$ cat src/bpd_pkg.sv
// Shared constants, codes and types for the BMP pixel decoder.
`default_nettype none

package bpd_pkg;

   localparam int MAX_WIDTH       = 1024;
   localparam int MAX_HEIGHT      = 1024;
   localparam int PALETTE_ENTRIES = 256;

   localparam int DIM_W   = 11;
   localparam int BYTE_W  = 8;
   localparam int COLOR_W = 3 * BYTE_W;
   localparam int ADDR_W  = 20;
   localparam int COL_W   = $clog2(MAX_WIDTH);
   localparam int ROW_W   = $clog2(MAX_HEIGHT);
   localparam int RUN_W   = $clog2(3 * MAX_WIDTH + 1);
   localparam int LIM_W   = DIM_W + 2;
   localparam int PROD_W  = ROW_W + DIM_W;
   localparam int PAL_IDX_W = (PALETTE_ENTRIES > 1) ? $clog2(PALETTE_ENTRIES) : 1;

   localparam int CSR_IDX_W    = 3;
   localparam int IN_TDATA_W   = 40;
   localparam int OUT_TDATA_W  = 48;
   localparam int OUT_PAD_W    = OUT_TDATA_W - COLOR_W - ADDR_W;

   localparam logic [DIM_W-1:0] RST_WIDTH  = 11'd480;
   localparam logic [DIM_W-1:0] RST_HEIGHT = 11'd272;

   localparam logic OP_PALETTE      = 1'b0;
   localparam logic OP_PIXEL        = 1'b1;
   localparam logic DEPTH_8BPP      = 1'b0;
   localparam logic DEPTH_24BPP     = 1'b1;
   localparam logic STATUS_OK       = 1'b0;
   localparam logic STATUS_SIZE_ERR = 1'b1;

   typedef enum logic [CSR_IDX_W-1:0] {
      CSR_EXP_WIDTH  = 3'd0,
      CSR_EXP_HEIGHT = 3'd1,
      CSR_IMG_WIDTH  = 3'd2,
      CSR_IMG_HEIGHT = 3'd3,
      CSR_DEPTH_MODE = 3'd4
   } csr_idx_type;

   typedef enum logic [1:0] {
      PH_BLUE  = 2'd0,
      PH_GREEN = 2'd1,
      PH_RED   = 2'd2
   } phase_type;

   typedef struct packed {
      logic               status;
      logic               use_palette;
      logic [COLOR_W-1:0] color;
      logic [ROW_W-1:0]   row_inv;
      logic [COL_W-1:0]   col;
      logic [DIM_W-1:0]   width;
      logic               last;
   } stage_a_type;

endpackage

`default_nettype wire

$ cat src/bpd_byte_ctrl.sv
// Configuration registers, row/byte counters and the first pipeline stage.
`default_nettype none

module bpd_byte_ctrl import bpd_pkg::*; (
   input  wire logic                 clock,
   input  wire logic                 reset,
   input  wire logic                 csr_wen,
   input  wire logic [CSR_IDX_W-1:0] csr_index,
   input  wire logic [DIM_W-1:0]     csr_wdata,
   input  wire logic                 accept,
   input  wire logic                 op,
   input  wire logic [BYTE_W-1:0]    data_byte,
   input  wire logic                 stage_free,
   output logic                      a_vld,
   output stage_a_type               a_data
);

   logic [DIM_W-1:0]  exp_w_ff, exp_w_in;
   logic [DIM_W-1:0]  exp_h_ff, exp_h_in;
   logic [DIM_W-1:0]  img_w_ff, img_w_in;
   logic [DIM_W-1:0]  img_h_ff, img_h_in;
   logic              depth_ff, depth_in;
   logic [RUN_W-1:0]  byte_ff, byte_in;
   phase_type         phase_ff, phase_in;
   logic [COL_W-1:0]  col_ff, col_in;
   logic [ROW_W-1:0]  row_ff, row_in;
   logic [BYTE_W-1:0] held_blue_ff, held_blue_in;
   logic [BYTE_W-1:0] held_green_ff, held_green_in;
   logic              a_vld_ff, a_vld_in;
   stage_a_type       a_data_ff, a_data_in;

   logic              size_bad;
   logic              mode24;
   logic [LIM_W-1:0]  width3;
   logic [RUN_W-1:0]  active_len;
   logic [RUN_W:0]    len_round;
   logic [RUN_W:0]    row_len;
   logic [RUN_W:0]    byte_inc;
   logic [ROW_W:0]    row_inc;
   logic              in_active;
   logic              row_end;
   logic              emit;
   logic [COL_W-1:0]  col_now;
   logic [DIM_W-1:0]  row_inv_full;
   logic              last_now;
   logic              pixel_item;

   always_comb begin
      size_bad = (exp_w_ff != img_w_ff) || (exp_h_ff != img_h_ff)
              || (img_w_ff == '0) || (img_h_ff == '0)
              || (LIM_W'(img_w_ff) > LIM_W'(MAX_WIDTH))
              || (LIM_W'(img_h_ff) > LIM_W'(MAX_HEIGHT));
      mode24     = (depth_ff == DEPTH_24BPP);
      width3     = (LIM_W'(img_w_ff) << 1) + LIM_W'(img_w_ff);
      active_len = mode24 ? width3[RUN_W-1:0] : RUN_W'(img_w_ff);
      // round the row up to whole 32-bit words
      len_round  = {1'b0, active_len} + (RUN_W + 1)'(3);
      row_len    = {len_round[RUN_W:2], 2'b00};
      byte_inc   = {1'b0, byte_ff} + (RUN_W + 1)'(1);
      row_inc    = {1'b0, row_ff} + (ROW_W + 1)'(1);
      in_active  = byte_ff < active_len;
      row_end    = byte_inc >= row_len;
      emit       = in_active && (!mode24 || (phase_ff == PH_RED));
      col_now    = mode24 ? col_ff : byte_ff[COL_W-1:0];
      row_inv_full = img_h_ff - DIM_W'(1) - DIM_W'(row_ff);
      last_now   = (DIM_W'(row_ff) == (img_h_ff - DIM_W'(1)))
                && (DIM_W'(col_now) == (img_w_ff - DIM_W'(1)));
      pixel_item = accept && (op == OP_PIXEL);
   end

   always_comb begin
      exp_w_in      = exp_w_ff;
      exp_h_in      = exp_h_ff;
      img_w_in      = img_w_ff;
      img_h_in      = img_h_ff;
      depth_in      = depth_ff;
      byte_in       = byte_ff;
      phase_in      = phase_ff;
      col_in        = col_ff;
      row_in        = row_ff;
      held_blue_in  = held_blue_ff;
      held_green_in = held_green_ff;
      a_vld_in      = a_vld_ff && !stage_free;
      a_data_in     = a_data_ff;

      if (csr_wen) begin
         unique case (csr_idx_type'(csr_index))
            CSR_EXP_WIDTH:  exp_w_in = csr_wdata;
            CSR_EXP_HEIGHT: exp_h_in = csr_wdata;
            CSR_IMG_WIDTH:  img_w_in = csr_wdata;
            CSR_IMG_HEIGHT: img_h_in = csr_wdata;
            CSR_DEPTH_MODE: depth_in = csr_wdata[0];
            default: ;
         endcase
         // any known register restarts the image
         if (csr_index <= CSR_IDX_W'(CSR_DEPTH_MODE)) begin
            byte_in       = '0;
            phase_in      = PH_BLUE;
            col_in        = '0;
            row_in        = '0;
            held_blue_in  = '0;
            held_green_in = '0;
         end
      end else if (pixel_item) begin
         if (size_bad) begin
            a_vld_in         = 1'b1;
            a_data_in        = '0;
            a_data_in.status = STATUS_SIZE_ERR;
         end else begin
            a_vld_in              = emit;
            a_data_in.status      = STATUS_OK;
            a_data_in.use_palette = !mode24;
            a_data_in.color       = {held_blue_ff, held_green_ff, data_byte};
            a_data_in.row_inv     = row_inv_full[ROW_W-1:0];
            a_data_in.col         = col_now;
            a_data_in.width       = img_w_ff;
            a_data_in.last        = last_now;

            if (in_active && mode24) begin
               unique case (phase_ff)
                  PH_BLUE: begin
                     held_blue_in = data_byte;
                     phase_in     = PH_GREEN;
                  end
                  PH_GREEN: begin
                     held_green_in = data_byte;
                     phase_in      = PH_RED;
                  end
                  PH_RED: begin
                     phase_in = PH_BLUE;
                     col_in   = col_ff + COL_W'(1);
                  end
                  default: phase_in = PH_BLUE;
               endcase
            end

            if (row_end) begin
               byte_in  = '0;
               phase_in = PH_BLUE;
               col_in   = '0;
               row_in   = (LIM_W'(row_inc) >= LIM_W'(img_h_ff)) ? '0 : row_inc[ROW_W-1:0];
            end else begin
               byte_in = byte_inc[RUN_W-1:0];
            end
         end
      end
   end

   always_ff @(posedge clock) begin
      if (reset) begin
         exp_w_ff      <= RST_WIDTH;
         exp_h_ff      <= RST_HEIGHT;
         img_w_ff      <= RST_WIDTH;
         img_h_ff      <= RST_HEIGHT;
         depth_ff      <= DEPTH_8BPP;
         byte_ff       <= '0;
         phase_ff      <= PH_BLUE;
         col_ff        <= '0;
         row_ff        <= '0;
         held_blue_ff  <= '0;
         held_green_ff <= '0;
         a_vld_ff      <= 1'b0;
      end else begin
         exp_w_ff      <= exp_w_in;
         exp_h_ff      <= exp_h_in;
         img_w_ff      <= img_w_in;
         img_h_ff      <= img_h_in;
         depth_ff      <= depth_in;
         byte_ff       <= byte_in;
         phase_ff      <= phase_in;
         col_ff        <= col_in;
         row_ff        <= row_in;
         held_blue_ff  <= held_blue_in;
         held_green_ff <= held_green_in;
         a_vld_ff      <= a_vld_in;
      end
   end

   always_ff @(posedge clock) begin
      a_data_ff <= a_data_in;
   end

   assign a_vld  = a_vld_ff;
   assign a_data = a_data_ff;

   a_row_in_image: assert property (@(posedge clock) disable iff (reset)
      !size_bad |-> (LIM_W'(row_ff) < LIM_W'(img_h_ff)))
      else $error("row counter beyond image height");

   a_byte_in_row: assert property (@(posedge clock) disable iff (reset)
      !size_bad |-> ({1'b0, byte_ff} < row_len))
      else $error("byte counter beyond padded row length");

   a_8bpp_idle_triple: assert property (@(posedge clock) disable iff (reset)
      !mode24 |-> ((phase_ff == PH_BLUE) && (col_ff == '0)))
      else $error("triple tracking moved in 8bpp mode");

endmodule

`default_nettype wire

$ cat config.mk
export PLATFORM = sky130hd
export DESIGN_NAME = bpd_byte_ctrl
export DESIGN_NICKNAME = d
export VERILOG_FILES = /design/src/bpd_pkg.sv /design/src/bpd_byte_ctrl.sv
export SDC_FILE = /design/constraint.sdc
export NUM_CORES = 1
export LEC_CHECK = 0
export BUFFER_PORTS_ARGS = -buffer_cell sky130_fd_sc_hd__clkbuf_2
export CORE_MARGIN = 2
export CORE_UTILIZATION = 40
export DETAILED_ROUTE_END_ITERATION = 8
export GPL_TIMING_DRIVEN = 0
export SETUP_SLACK_MARGIN = 0.15
export SLEW_MARGIN = 10
export SYNTH_ARGS = -nofsm -noshare
export SYNTH_HDL_FRONTEND = slang
export SYNTH_SLANG_ARGS = --single-unit
$ cat constraint.sdc
create_clock -name clock -period 11.8 [get_ports clock]
set_clock_uncertainty 0.05 [all_clocks]
set_input_delay 1.18 -clock clock [delete_from_list [all_inputs] [get_ports clock]]
set_output_delay 1.18 -clock clock [all_outputs]
set_load 0.02 [all_outputs]
==> results.json <==
{
  "outcome": "completed",
  "final_cells": 1395,
  "min_path_cells": 2,
  "track_usage_pct": 20.7,
  "worst_pin_slew_ns": 0.950,
  "hp-class": "reg2reg",
  "clock_latency_ns": 0.43,
  "areaGrowthSynthToFinish_pct": 15.9,
  "finalSetupTns_ns": 0,
  "p_leak_nw": 4.12,
  "synth_edf_count": 58,
  "synth_cell_types": 62,
  "h-tree-depth": 4,
  "antenna_cells": 0,
  "synth_top_area_cell": "dfxtp_1",
  "cts.sinks": 154,
  "synthCells": 997,
  "drtAntennaViolNets": 0,
  "critical_path_class": "reg2reg",
  "fmax_mhz": 193,
  "port_buffers": 84,
  "r2r_cells": 19,
  "synth_area_per_cell_um2": 8.98,
  "wl_um": 23900,
  "io_pins": 87,
  "maxSlewHeadroom_pct": 35.0,
  "rsz0062_at_grt": "no",
  "drive_gt1_share_pct": 11.8,
  "cts_max_path_buffers": 2,
  "grt_max_degree": 29,
  "hold_viol": 0,
  "clk_transition_reported_paths_ns": 0.07,
  "cp_data_arrival_time_ns": 5.52,
  "grt_pass1_wl_um": 39000,
  "dp.cells": 1363,
  "slew_violations": 0,
  "startpoint_type": "flip-flop",
  "hold_buffers": 0,
  "core_um2": 21900,
  "layout_common_cells": "146 x nand2_1, 96 x dfxtp_1, 84 x clkbuf_2, 80 x a21oi_1, 76 x nor2_1",
  "wire_per_inst_um": 17.1,
  "setup_violations": 0,
  "p_per_area_nw_per_um2": 124,
  "end_kind": "flip-flop",
  "cts_root_buf": "clkbuf_16",
  "ctsResizeCount": 0,
  "gp_congestion": 0.855,
  "antenna_found_initial": 1,
  "layout.nets": 1199,
  "syn_area_um2": 8950,
  "synthArstFlopShare_pct": 0,
  "synth_top_area_share_pct": 21.5,
  "die_area_um2": 23600,
  "cp.required_ns": 12.12,
  "drt_first_pass_iters": 4,
  "drt_iter0_drc": 464,
  "die_h_um": 154,
  "period_share_pct": 44.0,
  "vias_per_cell": 5.33,
  "grt_pass1_vias": 7219,
  "start_util_pct": 40.9,
  "vdd_drop_max_uv": 75.7,
  "syn-num-nets": 1094,
  "via_count": 7431,
  "grt_overflow": 0,
  "numCtsBuffers": 17,
  "yosysWarnings": 0,
  "post-cts-setup-buffer-count": 0,
  "yosys_most_used_dff": "dfxtp_1",
  "fp.dieW_um": 154,
  "drv_cap": 0,
  "drc": 0,
  "synth_seq_cells": 154,
  "synth_area_leaders": "dfxtp_1 21%, edfxtp_1 19%, ha_1 9.4%, xnor2_1 6.4%, nand2_1 6.1%",
  "layout_commonest_cell": "nand2_1",
  "period_minus_slack_ns": 5.19,
  "seq_area_frac_synth_pct": 40.9,
  "cts_tree": "yes",
  "dp_hpwl_um": 18100,
  "placement_rows": 54,
  "crit_fanout": 10
}
==> layer usage <==
layer | vias to the layer above | GRT usage (%) | share of wire, %
met4 | 2 | 7.47 | 2.4
li1 | 3689 | - | -
met5 | - | 0 | 0.080
met3 | 37 | 3.52 | 4.9
met1 | 3497 | 29.6 | 49
met2 | 206 | 31.6 | 44
==> state kept, by name, indices dropped and copies added (netlist names) <==
name	count
a_data	58
byte_ff	12
exp_h_ff	11
exp_w_ff	11
img_h_ff	11
img_w_ff	11
col_ff	10
row_ff	10
held_blue_ff	8
held_green_ff	8
phase_ff	2
a_vld	1
depth_ff	1
==> path summary, 6_finish.rpt <==
| path | startpoint | to | slack (ns) |
|---|---|---|---|
| setup / recovery | img_w_ff[0] | row_ff[2] | 6.61 |
| hold / removal | row_ff[7] | row_ff[7] | 0.41 |
| setup reg to reg | img_w_ff[0] | row_ff[2] | 6.61 |
| hold reg to reg | row_ff[7] | row_ff[7] | 0.41 |
==> logic make-up (layout without fill, tap and decap cells) <==
group                    Yosys count  after routing  share of synthesized area (%)
AND/OR/NAND/NOR                  399            399                           22.1
AO/OA/AOI/OAI                    175            175                           11.7
flip-flops                       154            154                           40.9
XOR/XNOR                          86             86                           8.42
buffers and inverters             82            200                           3.48
adder cells (fa/ha/maj)           69             69                           9.82
multiplexers                      32             32                           3.59
==> critical path, stage by stage, from the launching register on <==
cell	delay [ns]
dfxtp_1	0.43
ha_1	0.29
fa_1	0.43
a211oi_1	0.30
o21ai_0	0.21
a21oi_1	0.26
nor4_1	0.08
nor3_1	0.36
nand3b_1	0.18
nor2_1	0.08
xor2_1	0.15
ha_1	0.30
and4_1	0.17
a31oi_1	0.08
o22ai_1	0.20
a31o_2	0.21
clkbuf_1	0.47
o2111ai_1	0.52
a21oi_1	0.27
a21o_1	0.10
==> cell usage after synthesis (7+ instances only) <==
cell,count
and3_1,17
o21ai_0,38
nand2b_1,11
a31oi_1,8
mux2i_1,31
nor4_1,8
a211oi_1,7
nor3_1,19
a21o_1,13
xnor2_1,65
ha_1,67
xor2_1,21
dfxtp_1,96
and2_1,28
nand3b_1,24
a21oi_1,80
clkbuf_1,35
inv_1,41
nand4_1,18
nand4b_1,7
nor2b_1,16
nand3_1,14
edfxtp_1,58
nor2_1,77
nand2_1,146
==> per-stage QoR <==
stage          util, %  total power, mW  worst slack (ns)  hold slack [ns]  cell area, um2
2_1_floorplan        -            0.688              6.28            0.381            8950
3_5_place_dp      44.7            0.740              6.71            0.399            9780
6_report          47.4             1.28              6.61            0.407           10400
5_1_grt           47.4             1.33              6.17            0.428           10400
4_1_cts           47.4             1.29              6.67            0.408           10400
3_3_place_gp      44.4            0.738              4.12            0.392            9720
==> area by class of cell <==
type / count / area, um2
Tap cell: 280 / 350
Sequential cell: 154 / 3660
Inverter: 43 / 161
Fill cell: 2148 / 11500
Clock inverter: 15 / 160
Clock buffer: 17 / 425
Multi-Input combinational cell: 761 / 4980
Buffer: 39 / 150
Timing Repair Buffer: 86 / 475
==> report_power, final <==
group | switching, mW | internal (mW) | leakage, nW
Combinational | 0.101 | 0.0529 | 2.53
Clock | 0.254 | 0.300 | 0.285
Sequential | 0.00902 | 0.566 | 1.31
Total | 0.363 | 0.919 | 4.12
Note: power is estimated with default switching activity, not from simulation.
