`src/bpd_pkg.sv`:
```
// Shared constants, codes and types for the BMP pixel decoder.
`default_nettype none

package bpd_pkg;

   localparam int MAX_WIDTH       = 1024;
   localparam int MAX_HEIGHT      = 1024;
   localparam int PALETTE_ENTRIES = 256;

   localparam int DIM_W   = 11;
   localparam int BYTE_W  = 8;
   localparam int COLOR_W = 3 * BYTE_W;
   localparam int ADDR_W  = 20;
   localparam int COL_W   = $clog2(MAX_WIDTH);
   localparam int ROW_W   = $clog2(MAX_HEIGHT);
   localparam int RUN_W   = $clog2(3 * MAX_WIDTH + 1);
   localparam int LIM_W   = DIM_W + 2;
   localparam int PROD_W  = ROW_W + DIM_W;
   localparam int PAL_IDX_W = (PALETTE_ENTRIES > 1) ? $clog2(PALETTE_ENTRIES) : 1;

   localparam int CSR_IDX_W    = 3;
   localparam int IN_TDATA_W   = 40;
   localparam int OUT_TDATA_W  = 48;
   localparam int OUT_PAD_W    = OUT_TDATA_W - COLOR_W - ADDR_W;

   localparam logic [DIM_W-1:0] RST_WIDTH  = 11'd480;
   localparam logic [DIM_W-1:0] RST_HEIGHT = 11'd272;

   localparam logic OP_PALETTE      = 1'b0;
   localparam logic OP_PIXEL        = 1'b1;
   localparam logic DEPTH_8BPP      = 1'b0;
   localparam logic DEPTH_24BPP     = 1'b1;
   localparam logic STATUS_OK       = 1'b0;
   localparam logic STATUS_SIZE_ERR = 1'b1;

   typedef enum logic [CSR_IDX_W-1:0] {
      CSR_EXP_WIDTH  = 3'd0,
      CSR_EXP_HEIGHT = 3'd1,
      CSR_IMG_WIDTH  = 3'd2,
      CSR_IMG_HEIGHT = 3'd3,
      CSR_DEPTH_MODE = 3'd4
   } csr_idx_type;

   typedef enum logic [1:0] {
      PH_BLUE  = 2'd0,
      PH_GREEN = 2'd1,
      PH_RED   = 2'd2
   } phase_type;

   typedef struct packed {
      logic               status;
      logic               use_palette;
      logic [COLOR_W-1:0] color;
      logic [ROW_W-1:0]   row_inv;
      logic [COL_W-1:0]   col;
      logic [DIM_W-1:0]   width;
      logic               last;
   } stage_a_type;

endpackage

`default_nettype wire

```
`src/bpd_pixel_out.sv`:
```
// Address multiply, colour select and the result register.
`default_nettype none

module bpd_pixel_out import bpd_pkg::*; (
   input  wire logic                   clock,
   input  wire logic                   reset,
   input  wire logic                   a_vld,
   input  wire stage_a_type            a_data,
   input  wire logic [COLOR_W-1:0]     pal_rd,
   output logic                        stage_free,
   output logic                        rsp_tvalid,
   input  wire logic                   rsp_tready,
   output logic      [OUT_TDATA_W-1:0] rsp_tdata,
   output logic                        rsp_tuser,
   output logic                        rsp_tlast
);

   logic               out_vld_ff, out_vld_in;
   logic [ADDR_W-1:0]  addr_ff, addr_in;
   logic [COLOR_W-1:0] color_ff, color_in;
   logic               status_ff, status_in;
   logic               last_ff, last_in;
   logic [PROD_W-1:0]  row_base;
   logic [PROD_W-1:0]  addr_sum;
   logic               is_err;

   assign stage_free = !out_vld_ff || rsp_tready;

   always_comb begin
      row_base = PROD_W'(a_data.row_inv) * PROD_W'(a_data.width);
      addr_sum = row_base + PROD_W'(a_data.col);
      is_err   = (a_data.status == STATUS_SIZE_ERR);

      out_vld_in = out_vld_ff;
      addr_in    = addr_ff;
      color_in   = color_ff;
      status_in  = status_ff;
      last_in    = last_ff;
      if (stage_free) begin
         out_vld_in = a_vld;
         if (a_vld) begin
            // a size error carries zeros in every field but status
            addr_in   = is_err ? '0 : addr_sum[ADDR_W-1:0];
            color_in  = is_err ? '0 : (a_data.use_palette ? pal_rd : a_data.color);
            status_in = a_data.status;
            last_in   = is_err ? 1'b0 : a_data.last;
         end
      end
   end

   always_ff @(posedge clock) begin
      if (reset) begin
         out_vld_ff <= 1'b0;
      end else begin
         out_vld_ff <= out_vld_in;
      end
   end

   always_ff @(posedge clock) begin
      addr_ff   <= addr_in;
      color_ff  <= color_in;
      status_ff <= status_in;
      last_ff   <= last_in;
   end

   assign rsp_tvalid = out_vld_ff;
   assign rsp_tdata  = {{OUT_PAD_W{1'b0}}, color_ff, addr_ff};
   assign rsp_tuser  = status_ff;
   assign rsp_tlast  = last_ff;

   a_error_fields_clear: assert property (@(posedge clock) disable iff (reset)
      (out_vld_ff && (status_ff == STATUS_SIZE_ERR))
         |-> ((addr_ff == '0) && (color_ff == '0) && !last_ff))
      else $error("size error transaction carries pixel data");

endmodule

`default_nettype wire

```
`config.mk`:
```
export PLATFORM = sky130hd
export DESIGN_NAME = bpd_pixel_out
export DESIGN_NICKNAME = d
export VERILOG_FILES = /design/src/bpd_pkg.sv /design/src/bpd_pixel_out.sv
export SDC_FILE = /design/constraint.sdc
export NUM_CORES = 1
export LEC_CHECK = 0
export ABC_AREA = 1
export BUFFER_PORTS_ARGS = -buffer_cell sky130_fd_sc_hd__buf_2
export CORE_ASPECT_RATIO = 1.1
export CORE_MARGIN = 4
export CORE_UTILIZATION = 60
export CTS_BUF_LIST = sky130_fd_sc_hd__clkbuf_8
export DETAILED_ROUTE_END_ITERATION = 10
export PLACE_DENSITY = 0.87
export SKIP_CTS_REPAIR_TIMING = 1
export SLEW_MARGIN = 0
export SYNTH_ARGS = -nofsm -noshare
export SYNTH_HDL_FRONTEND = slang
export SYNTH_SLANG_ARGS = --single-unit
```
`constraint.sdc`:
```
create_clock -name clock -period 13.3 [get_ports clock]
set_input_delay 2.66 -clock clock [delete_from_list [all_inputs] [get_ports clock]]
set_output_delay 2.66 -clock clock [all_outputs]
set_load 0.01 [all_outputs]
```
==> metrics.md, run 1 <==
| Metric | Value |
|---|---|
| Clock root buffer | clkbuf_8 |
| I/O Buffers | between 100 and 150 |
| Final worst slack | 6.484 ns |
| Fraction of layout cells with a size suffix above 1 | 0.1795 |
| Worst-Margin Slew | 1.018 ns |
| Most frequent cells in the layout | 198 x inv_1, 181 x nand2_1, 133 x buf_2, 80 x nor2_1, 79 x fa_1 |
| Distinct cells, synth | 28 |
| Vias in the first global route | a little over 5k |
| Area contributors post-synth | fa_1 26%, edfxtp_1 23%, inv_1 12%, ha_1 12%, nand2_1 11% |
| Row cnt | 38 |
| Setup crit end kind | flop |
| Worst vdd ir | about 0.13 mV |
| Final setup fails | 0 |
| Synth Register Bits | 47 |
| Met3 routed WL | 730 um |
| CP Data Arrival Time | 6.87 ns |
| CTS tree | yes |
| Die W | 104.1 um |
| Ports | 138 |
| WHS | 0.5337 ns |
| Yosys Warn Count | 0 |
| Post-route DRC | 0 |
| Die height | between 100 and 150 um |
| Levels on crit path | 21 |
| CP delay by family, top | adder cells |
| # clock sinks | 47 |
| Max-Cap Viols | 0 |
| Skew-Pair Late Insertion Delay | 0.30 ns |
| Final hold vios | 0 |
| Max-slew headroom | 0.3203 |
| Synth top area share | 0.2592 |
| Leakage power | approximately 0.0041 uW |
| Crit-path cells | buf_2 > nand2_1 > fa_1 > inv_1 > fa_1 > inv_1 > fa_1 > inv_1 > fa_1 > inv_1 > fa_1 > inv_1 > ha_1 > nand2_2 > inv_1 > a21oi_1 > nand2_2 > nand3_1 > nand2_1 > nor2_1 > nor2_1 |
| Max Slew Vio Count | 0 |
| Syn Inst Count | 768 |
| Metal2 WL | 7.420 mm |
| Die area | 0.01185 mm2 |
| Mapped Area | slightly above 0.006 mm2 |
| Fill count | 776 |
| CP max stage delay | 0.54 ns |
| Wire length on met1 | 5.183 mm |
| CTS buffer count | 5 |
| Period minus WS final | 6.816 ns |
| Data required time of the worst path | 13.36 ns |
| Pwr dens | 182.1 mW/mm2 |
| Tcrit/Tclk final | 0.5125 |
| CP dominant cell by count | inv_1 |
| RSZ-0062 raised after global routing | false |
| First-pass GRT wire length | 23.27 mm |
| Most common cell after layout, fill and taps aside | inv_1 |
| Total global routing overflow | 0 |
| Worst slack at placement | 6.200 ns |
| Initial antenna violation count | 0 |
| Core area | 0.009889 mm2 |
| Largest area contributor in the netlist | fa_1 |
| Critical path type | input pin to flop |
| Clock Tree Buf Depth | 2 |
| Top sig layer | met4 |
| DR WL/cell | roughly 14 um |
| Hold Path Class | flop to flop |
| Starting DRT DRC Count | 317 |
| Total Nets Final | between 1k and 1.5k |
| Tot Pwr | 1259 uW |
| Initial Utilization | 0.6169 |
| Slowest-stage cell, CP | fa_1 |
| Layout area overhead | 13.33% |
| Fmax | 0.1467 GHz |
| Buf/Inv on CP | 7 |
| H-tree depth | 2 |
| Via count | approximately 5.1k |
| Clock Skews | ~0.0045 ns |
| Worst r2r path cells | 2 |
| Final wirelength | 13.64 mm |
| DR vias/cell | 5.138 |
| Worst hold path cell count | 2 |
| Antenna viol nets, final | 0 |
| CTS clk-pin slew, worst paths | 0.09 ns |
| DR pass1 iterations | 5 |
| Status | finished clean |
| Setup TNS | 0 ns |
| Avg Cell Area, Syn | 7.944 um2 |
| GP Congestion | 0.8491 |
| Largest net degree at the start of global routing | 47 |
| Crit path max fanout | 11 |
| Antenna diodes | 0 |
| Crit path launch type | input pin |
| Final HPWL from detailed placement | 11.25 mm |
| All-Layer GR Usage | 0.2388 |
| Sequential area share after synthesis | 0.2297 |
[synthesized netlist by cell type]
| cell | n |
|---|---|
| a21o_1 | 1 |
| a21oi_1 | 25 |
| a21oi_2 | 2 |
| and2_1 | 1 |
| buf_2 | 1 |
| buf_4 | 5 |
| clkbuf_1 | 26 |
| clkbuf_8 | 1 |
| conb_1 | 1 |
| dfxtp_1 | 1 |
| edfxtp_1 | 46 |
| fa_1 | 79 |
| ha_1 | 57 |
| inv_1 | 198 |
| nand2_1 | 181 |
| nand2_2 | 7 |
| nand3_1 | 10 |
| nand3_2 | 3 |
| nand3b_1 | 2 |
| nor2_1 | 80 |
| nor2_2 | 1 |
| nor2_4 | 1 |
| nor3_1 | 2 |
| o21a_1 | 2 |
| o21ai_0 | 32 |
| o21ai_2 | 1 |
| xnor2_1 | 1 |
| xor2_1 | 1 |
[registers in the layout, indices dropped and copies added, names as in the netlist]
register and cells:
addr_ff 20, rsp_tvalid 1, color_ff 24, rsp_tuser 1, rsp_tlast 1
[layout make-up]
class                      instances  area, um2  share of cell area
clock buffer                       6      82.58             0.01194
timing repair buffer             134      673.1             0.09736
tap                              120      150.1             0.02172
multi-input combinational        493       3825              0.5532
inverter                         198      743.2              0.1075
sequential                        47       1401              0.2027
clock inverter                     2      38.79            0.005610
[worst reg2reg max path: cells and delay by family, from the launching register on]
family                 cells  cell delay [ns]
buffers and inverters      1             0.50
DFF                        1             0.35
AOI/OAI and AO/OA          1             0.15
[power breakdown]
group          total, uW  internal [uW]  switching [uW]
clock                111           61.8            49.0
combinational        928            337             592
sequential           220            212            7.45
total               1260            611             648
[cells by family after synthesis]
kind of cell / count (synthesis) / share of synthesized area
buffers and inverters: 231 / 0.1470
and+or+nand+nor: 288 / 0.1889
AOI/OAI and AO/OA: 63 / 0.05476
other: 1 / 0.0006147
DFF: 47 / 0.2297
adders and majority gates: 136 / 0.3761
xor gates and xnor gates: 2 / 0.002872
[path summary, 6_finish.rpt]
path | start | to | slack [ns]
setup / recovery | a_data[23] | addr_ff[13] | 6.48
hold reg to reg | rsp_tvalid | rsp_tvalid | 0.53
hold / removal | rsp_tvalid | rsp_tvalid | 0.53
setup reg to reg | rsp_tvalid | color_ff[10] | 11.92
[metrics by stage]
stage	instances	cell area [um2]	utilization
2_1_floorplan	771	6112	-
3_3_place_gp	992	6793	0.6869
3_5_place_dp	992	6793	0.6869
4_1_cts	1000	6914	0.6991
5_1_grt	1000	6914	0.6991
6_report	1000	6914	0.6991
[per-layer routing]
layer | vias to the layer above | track usage
li1 | 2487 | -
met1 | 2441 | 0.2845
met2 | 182 | 0.4508
met3 | 28 | 0.03339
met4 | 0 | 0.07004
met5 | - | 0
Note: power is estimated with default switching activity, not from simulation.
==> run 2, diff against run 1 <==
- CORE_UTILIZATION: 60 -> 57
- PLACE_DENSITY: 0.87 -> 0.84
- clock period: 13.3 -> 6.3 ns (I/O delays scaled with it)
==> metrics.md, run 2 (synthesis gave the netlist of run 1 again) <==
| Metric | Value |
|---|---|
| Status | finished clean |
| Max FFs per register | 24 (unchanged) |
| Initial antenna violation count | 0 (unchanged) |
| Fraction of layout cells with a size suffix above 1 | 0.1784 (-0.001136) |
| Clock Tree Buf Depth | 2 (unchanged) |
| Tcrit/Tclk final | 0.8578 |
| Buf/Inv on CP | 7 (unchanged) |
| Data required time of the worst path | 6.36 ns (-7.00 ns) |
| CP delay by family, top | adder cells |
| Largest Register | color_ff |
| Final setup fails | 0 (unchanged) |
| Most common cell after layout, fill and taps aside | inv_1 |
| Starting DRT DRC Count | 273 (-14%) |
| Post-DP Area | 0.006822 mm2 (+0.42%) |
| Period minus WS final | roughly 5.4 ns |
| First-pass GRT wire length | 22.48 mm (-3.4%) |
| RSZ-0062 raised after global routing | false |
| Max-Cap Viols | 0 (unchanged) |
| Ports | 138 (unchanged) |
| Finished layout cell area | 0.006907 mm2 (-0.11%) |
| Setup TNS | 0 ns (unchanged) |
| Clock Skews | 0.003743 ns (-0.0007302 ns) |
| Final core occ | 0.6614 (-0.03775) |
| CP Data Arrival Time | 5.46 ns (-1.41 ns) |
| Clock root buffer | clkbuf_8 |
| GP Congestion | 0.8944 (+5.3%) |
| Antenna diodes | 0 (unchanged) |
| # clock sinks | 47 (unchanged) |
| DR vias/cell | 4.871 (-5.2%) |
| I/O Buffers | 133 (unchanged) |
| Die W | 106.6 um (+2.4%) |
| CTS clk-pin slew, worst paths | 0.09 ns (about the same) |
| Final hold vios | 0 (unchanged) |
| Post-route DRC | 0 (unchanged) |
| WHS | 0.5413 ns (+0.007566 ns) |
| Total global routing overflow | 0 (unchanged) |
| Crit path max fanout | 11 (unchanged) |
| Final HPWL from detailed placement | 11.01 mm (-2.1%) |
| CTS tree | yes |
| CTS buffer count | 5 (unchanged) |
| H-tree depth | 2 (unchanged) |
| Row cnt | 39 (+2.6%) |
| All-Layer GR Usage | 0.2207 (-0.01814) |
| CP max stage delay | 0.54 ns (about the same) |
| Setup crit end kind | flop |
| Skew-Pair Late Insertion Delay | 0.30 ns (about the same) |
| Die height | 116.5 um (+2.4%) |
| Most frequent cells in the layout | 199 x inv_1, 181 x nand2_1, 133 x buf_2, 80 x nor2_1, 79 x fa_1 |
| Fmax | 0.1851 GHz |
| Pwr dens | 376.1 mW/mm2 (+110%) |
| Largest registers | color_ff: 24 flops, addr_ff: 20 flops |
| Final wirelength | 13.20 mm (-3.2%) |
| Layout area overhead | 13.21% |
| Max-slew headroom | 0.3301 (+0.009741) |
| Via count | 4983 (-3.0%) |
| DR WL/cell | 12.91 um (-5.4%) |
| Core area | 0.01044 mm2 (+5.6%) |
| Total Nets Final | 1101 (unchanged) |
| Slowest-stage cell, CP | fa_1 |
| Die area | 0.01242 mm2 (+4.9%) |
| Largest net degree at the start of global routing | 47 (unchanged) |
| Worst-Margin Slew | 1.004 ns (-0.01460 ns) |
| CP dominant cell by count | inv_1 |
| Antenna viol nets, final | 0 (unchanged) |
| Initial Utilization | 0.5842 (-0.03267) |
| Leakage power | 0.004036 uW (-0.41%) |
| DR pass1 iterations | 5 (unchanged) |
| Hold Path Class | flop to flop |
| Worst vdd ir | 0.2357 mV (+87%) |
| Critical path type | input pin to flop |
| Crit-path cells | buf_2 > nand2_1 > fa_1 > inv_1 > fa_1 > inv_1 > fa_1 > inv_1 > fa_1 > inv_1 > fa_1 > inv_1 > ha_1 > nand2_1 > inv_1 > nand2_1 > nor3_1 > nand2_1 > a21oi_1 > nor2_1 |
| Vias in the first global route | 5092 (-0.86%) |
| Crit path launch type | input pin |
| Max Slew Vio Count | 0 (unchanged) |
-- run 2: metal layers --
metal / track usage / up-vias / wire length [um]
li1: - / 2481 / -
met1: 0.2737 / 2326 / 5236
met2: 0.4097 / 157 / 6989
met3: 0.02930 / 19 / 745
met4: 0.05456 / 0 / 231
met5: 0 / - / 0
-- run 2: worst paths after layout --
check,start,endpoint,slack (ns),cells after the start
setup / recovery,a_data[23],addr_ff[16],0.90,20
hold / removal,rsp_tvalid,rsp_tvalid,0.54,2
setup reg to reg,rsp_tvalid,color_ff[9],4.93,2
hold reg to reg,rsp_tvalid,rsp_tvalid,0.54,2
-- run 2: layout make-up --
| cell class | instances | area (um2) |
|---|---|---|
| fillers | 918 | 3536 |
| repair buffers | 134 | 673.1 |
| clock inverters | 3 | 16.27 |
| flip-flops and latches | 47 | 1401 |
| clock buffers | 5 | 68.82 |
| well taps | 143 | 178.9 |
| multi-input cells | 493 | 3825 |
| inverters | 198 | 743.2 |
-- run 2: worst min-delay path, delay by kind of cell (launching register included) --
kind / cells / cell delay [ns]
flops: 1 / 0.36
simple gates: 1 / 0.09
compound gates: 1 / 0.06
-- run 2: report_power, final --
group | internal [uW] | switching (uW)
clock network | 76.1 | 101
registers | 448 | 15.6
logic | 712 | 1240
-- run 2: stage by stage --
stage	power, uW	instances	setup slack (ns)
2_1_floorplan	1948	771	0.7672
3_3_place_gp	2370	1015	0.6508
3_5_place_dp	2407	1015	0.5978
4_1_cts	2597	1023	0.9118
5_1_grt	2944	1023	0.6306
6_report	2597	1023	0.8962
==> run 3, diff against run 2 <==
--- a/config.mk
+++ b/config.mk
@@ -10,8 +10,8 @@
 export CORE_ASPECT_RATIO = 1.1
 export CORE_MARGIN = 4
-export CORE_UTILIZATION = 57
+export CORE_UTILIZATION = 52
 export CTS_BUF_LIST = sky130_fd_sc_hd__clkbuf_8
 export DETAILED_ROUTE_END_ITERATION = 10
-export PLACE_DENSITY = 0.84
+export PLACE_DENSITY = 0.8
 export SKIP_CTS_REPAIR_TIMING = 1
 export SLEW_MARGIN = 0
==> constraint.sdc (replaced) <==
create_clock -name clock -period 4.7 [get_ports clock]
set_input_delay 0.94 -clock clock [delete_from_list [all_inputs] [get_ports clock]]
set_output_delay 0.94 -clock clock [all_outputs]
set_load 0.05 [all_outputs]
==> metrics.md, run 3 (synthesis gave the netlist of run 1 again) <==
| Metric | Value |
|---|---|
| DR WL/cell | 13.73 um (+6.4%) |
| Total Nets Final | 1166 (+5.9%) |
| Fmax | around 0.21 GHz |
| Worst vdd ir | 0.5587 mV (+140%) |
| Final hold vios | 0 (unchanged) |
| Clock root buffer | clkbuf_8 |
| DR vias/cell | 4.922 (+1.1%) |
| Final setup fails | 8 (+8) |
| Fill count | 894 (-2.6%) |
| Max FFs per register | 24 (unchanged) |
| Die W | 111.3 um (+4.3%) |
| DR pass1 iterations | 6 (+1) |
| Most frequent cells in the layout | 184 x inv_1, 152 x nand2_1, 116 x buf_2, 78 x nor2_1, 76 x fa_1 |
| Hold Path Class | flop to flop |
| Clock network power share | 0.057 (-0.011) |
| Critical path launch point | a_data[31] |
| Starting DRT DRC Count | 361 (+32%) |
| H-tree depth | 2 (unchanged) |
| Setup TNS | -0.3064 ns (-0.3064 ns) |
| CTS clk-pin slew, worst paths | 0.09 ns (about the same) |
| Reg power frac | 0.117 (-0.061) |
| Antenna viol nets, final | 0 (unchanged) |
| Critical path type | input pin to flop |
| I/O Buffers | 133 (unchanged) |
| DP Cell Count | 1081 (+6.5%) |
| HP Start | rsp_tvalid |
| RSZ-0062 raised after global routing | true |
| Crit-path cells | buf_12 > nand2_4 > inv_2 > fa_1 > fa_1 > fa_1 > fa_1 > inv_2 > fa_1 > inv_2 > ha_4 > nand2_4 > inv_1 > a21oi_2 > nor2_1 > nor2_1 > nand3_1 > nand2_1 > nor2_1 |
| Finished Layout Cells | 1095 (+7.0%) |
| Initial antenna violation count | 0 (unchanged) |
| Crit path launch type | input pin |
| Buf/Inv on CP | 5 (-2) |
| Via count | 5390 (+8.2%) |
| P_sw | 2659 uW (+95%) |
| Final HPWL from detailed placement | 11.99 mm (+8.8%) |
| Fraction of layout cells with a size suffix above 1 | 0.3185 (+0.1401) |
| Row cnt | 41 (+5.1%) |
| All-Layer GR Usage | 0.2139 (-0.006795) |
| Data required time of the worst path | 4.76 ns (-1.60 ns) |
| Skew-Pair Late Insertion Delay | 0.30 ns (about the same) |
| Largest Register | color_ff |
| Antenna diodes | 0 (unchanged) |
| Post-route DRC | 0 (unchanged) |
| Switch share | 0.5020 (-0.02229) |
| Total global routing overflow | 0 (unchanged) |
| Max-slew headroom | 0.3134 (-0.01671) |
| Max Slew Vio Count | 0 (unchanged) |
| Tcrit/Tclk final | 1.017 |
| Setup crit end kind | flop |
| Violated checks | setup timing |
| First-pass GRT wire length | 24.07 mm (+7.1%) |
| # clock sinks | 47 (unchanged) |
| Die area | 0.01353 mm2 (+8.9%) |
| Core area | 0.01149 mm2 (+10%) |
| GP Congestion | 0.8857 (-0.97%) |
| Clock Skews | 0.002931 ns (-0.0008119 ns) |
| Worst-Margin Slew | 1.029 ns (+0.02504 ns) |
| Largest net degree at the start of global routing | 47 (unchanged) |
| CP max stage delay | 0.56 ns (+0.02 ns) |
| Final worst slack | -0.08090 ns (-0.9771 ns) |
| Clock Tree Buf Depth | 2 (unchanged) |
| CTS buffer count | 5 (unchanged) |
| Status | finished with violations |
| CP dominant cell by count | fa_1 |
| Ports | 138 (unchanged) |
| Largest registers | color_ff: 24 flops, addr_ff: 20 flops |
| Final wirelength | 15.04 mm (+14%) |
| Initial Utilization | 0.5309 (-0.05331) |
| R2r startpoint | rsp_tvalid |
| Slowest-stage cell, CP | fa_1 |
| WHS | 0.5324 ns (-0.008877 ns) |
| Power share of the combinational group | 0.826 (+0.073) |
| Period minus WS final | 4.781 ns |
| Vias in the first global route | 5513 (+8.3%) |
| Pwr dens | 664.0 mW/mm2 (+77%) |
| Crit path max fanout | 6 (-5) |
| CP Data Arrival Time | 4.84 ns (-0.62 ns) |
| CTS tree | yes |
| Leakage power | 0.004471 uW (+11%) |
| Die height | 121.6 um (+4.4%) |
| CP delay by family, top | adder cells |
| Max-Cap Viols | 0 (unchanged) |
| Layout area overhead | 30.74% |
| Most common cell after layout, fill and taps aside | inv_1 |
| Tot Pwr | 5296 uW (+100%) |
| Internal cell power | 2638 uW (+110%) |
[run 3: worst paths after layout]
| check | to | slack (ns) | cells after the start |
|---|---|---|---|
| worst max-delay path | addr_ff[17] | -0.08 | 19 |
| worst min-delay path | rsp_tvalid | 0.53 | 2 |
| worst max register to register | addr_ff[1] | 3.33 | 2 |
| worst min register to register | rsp_tvalid | 0.53 | 2 |
[run 3: final cells by class]
type	instances	area, um2	share of cell area
Multi-Input combinational cell	493	4205	0.5272
Sequential cell	47	1401	0.1757
Timing Repair Buffer	199	1326	0.1663
Inverter	198	743.2	0.09318
Tap cell	150	187.7	0.02353
Clock buffer	5	68.82	0.008627
Clock inverter	3	43.79	0.005490
[run 3: per-stage QoR]
step                      worst slack (ns)  instance area [um2]    util
after floorplan                    -0.1925                 6416       -
after global placement             -0.4006                 7413  0.6451
after detailed placement           -0.4790                 7413  0.6451
after CTS                          -0.1589                 7526  0.6549
after global routing               -0.2507                 7976  0.6941
final                             -0.08090                 7976  0.6941
[run 3: worst reg2reg max path: stages (launching register included)]
cell and delay (ns):
dfxtp_1 0.35, a21oi_4 0.14, buf_4 0.50
[run 3: per-layer routing]
metal / vias to the layer above / track usage / share of wire
li1: 2618 / - / -
met1: 2573 / 0.2557 / 0.37
met2: 160 / 0.4084 / 0.56
met3: 39 / 0.02583 / 0.048
met4: 0 / 0.05551 / 0.026
met5: - / 0 / 0
[run 3: power groups by stage]
stage	registers [uW]	clock network [uW]	logic [uW]
floorplan	924	0	2270
global placement	632	0	3630
detailed placement	632	0	3710
CTS	623	304	3740
global route	630	320	4810
finish	621	299	4380
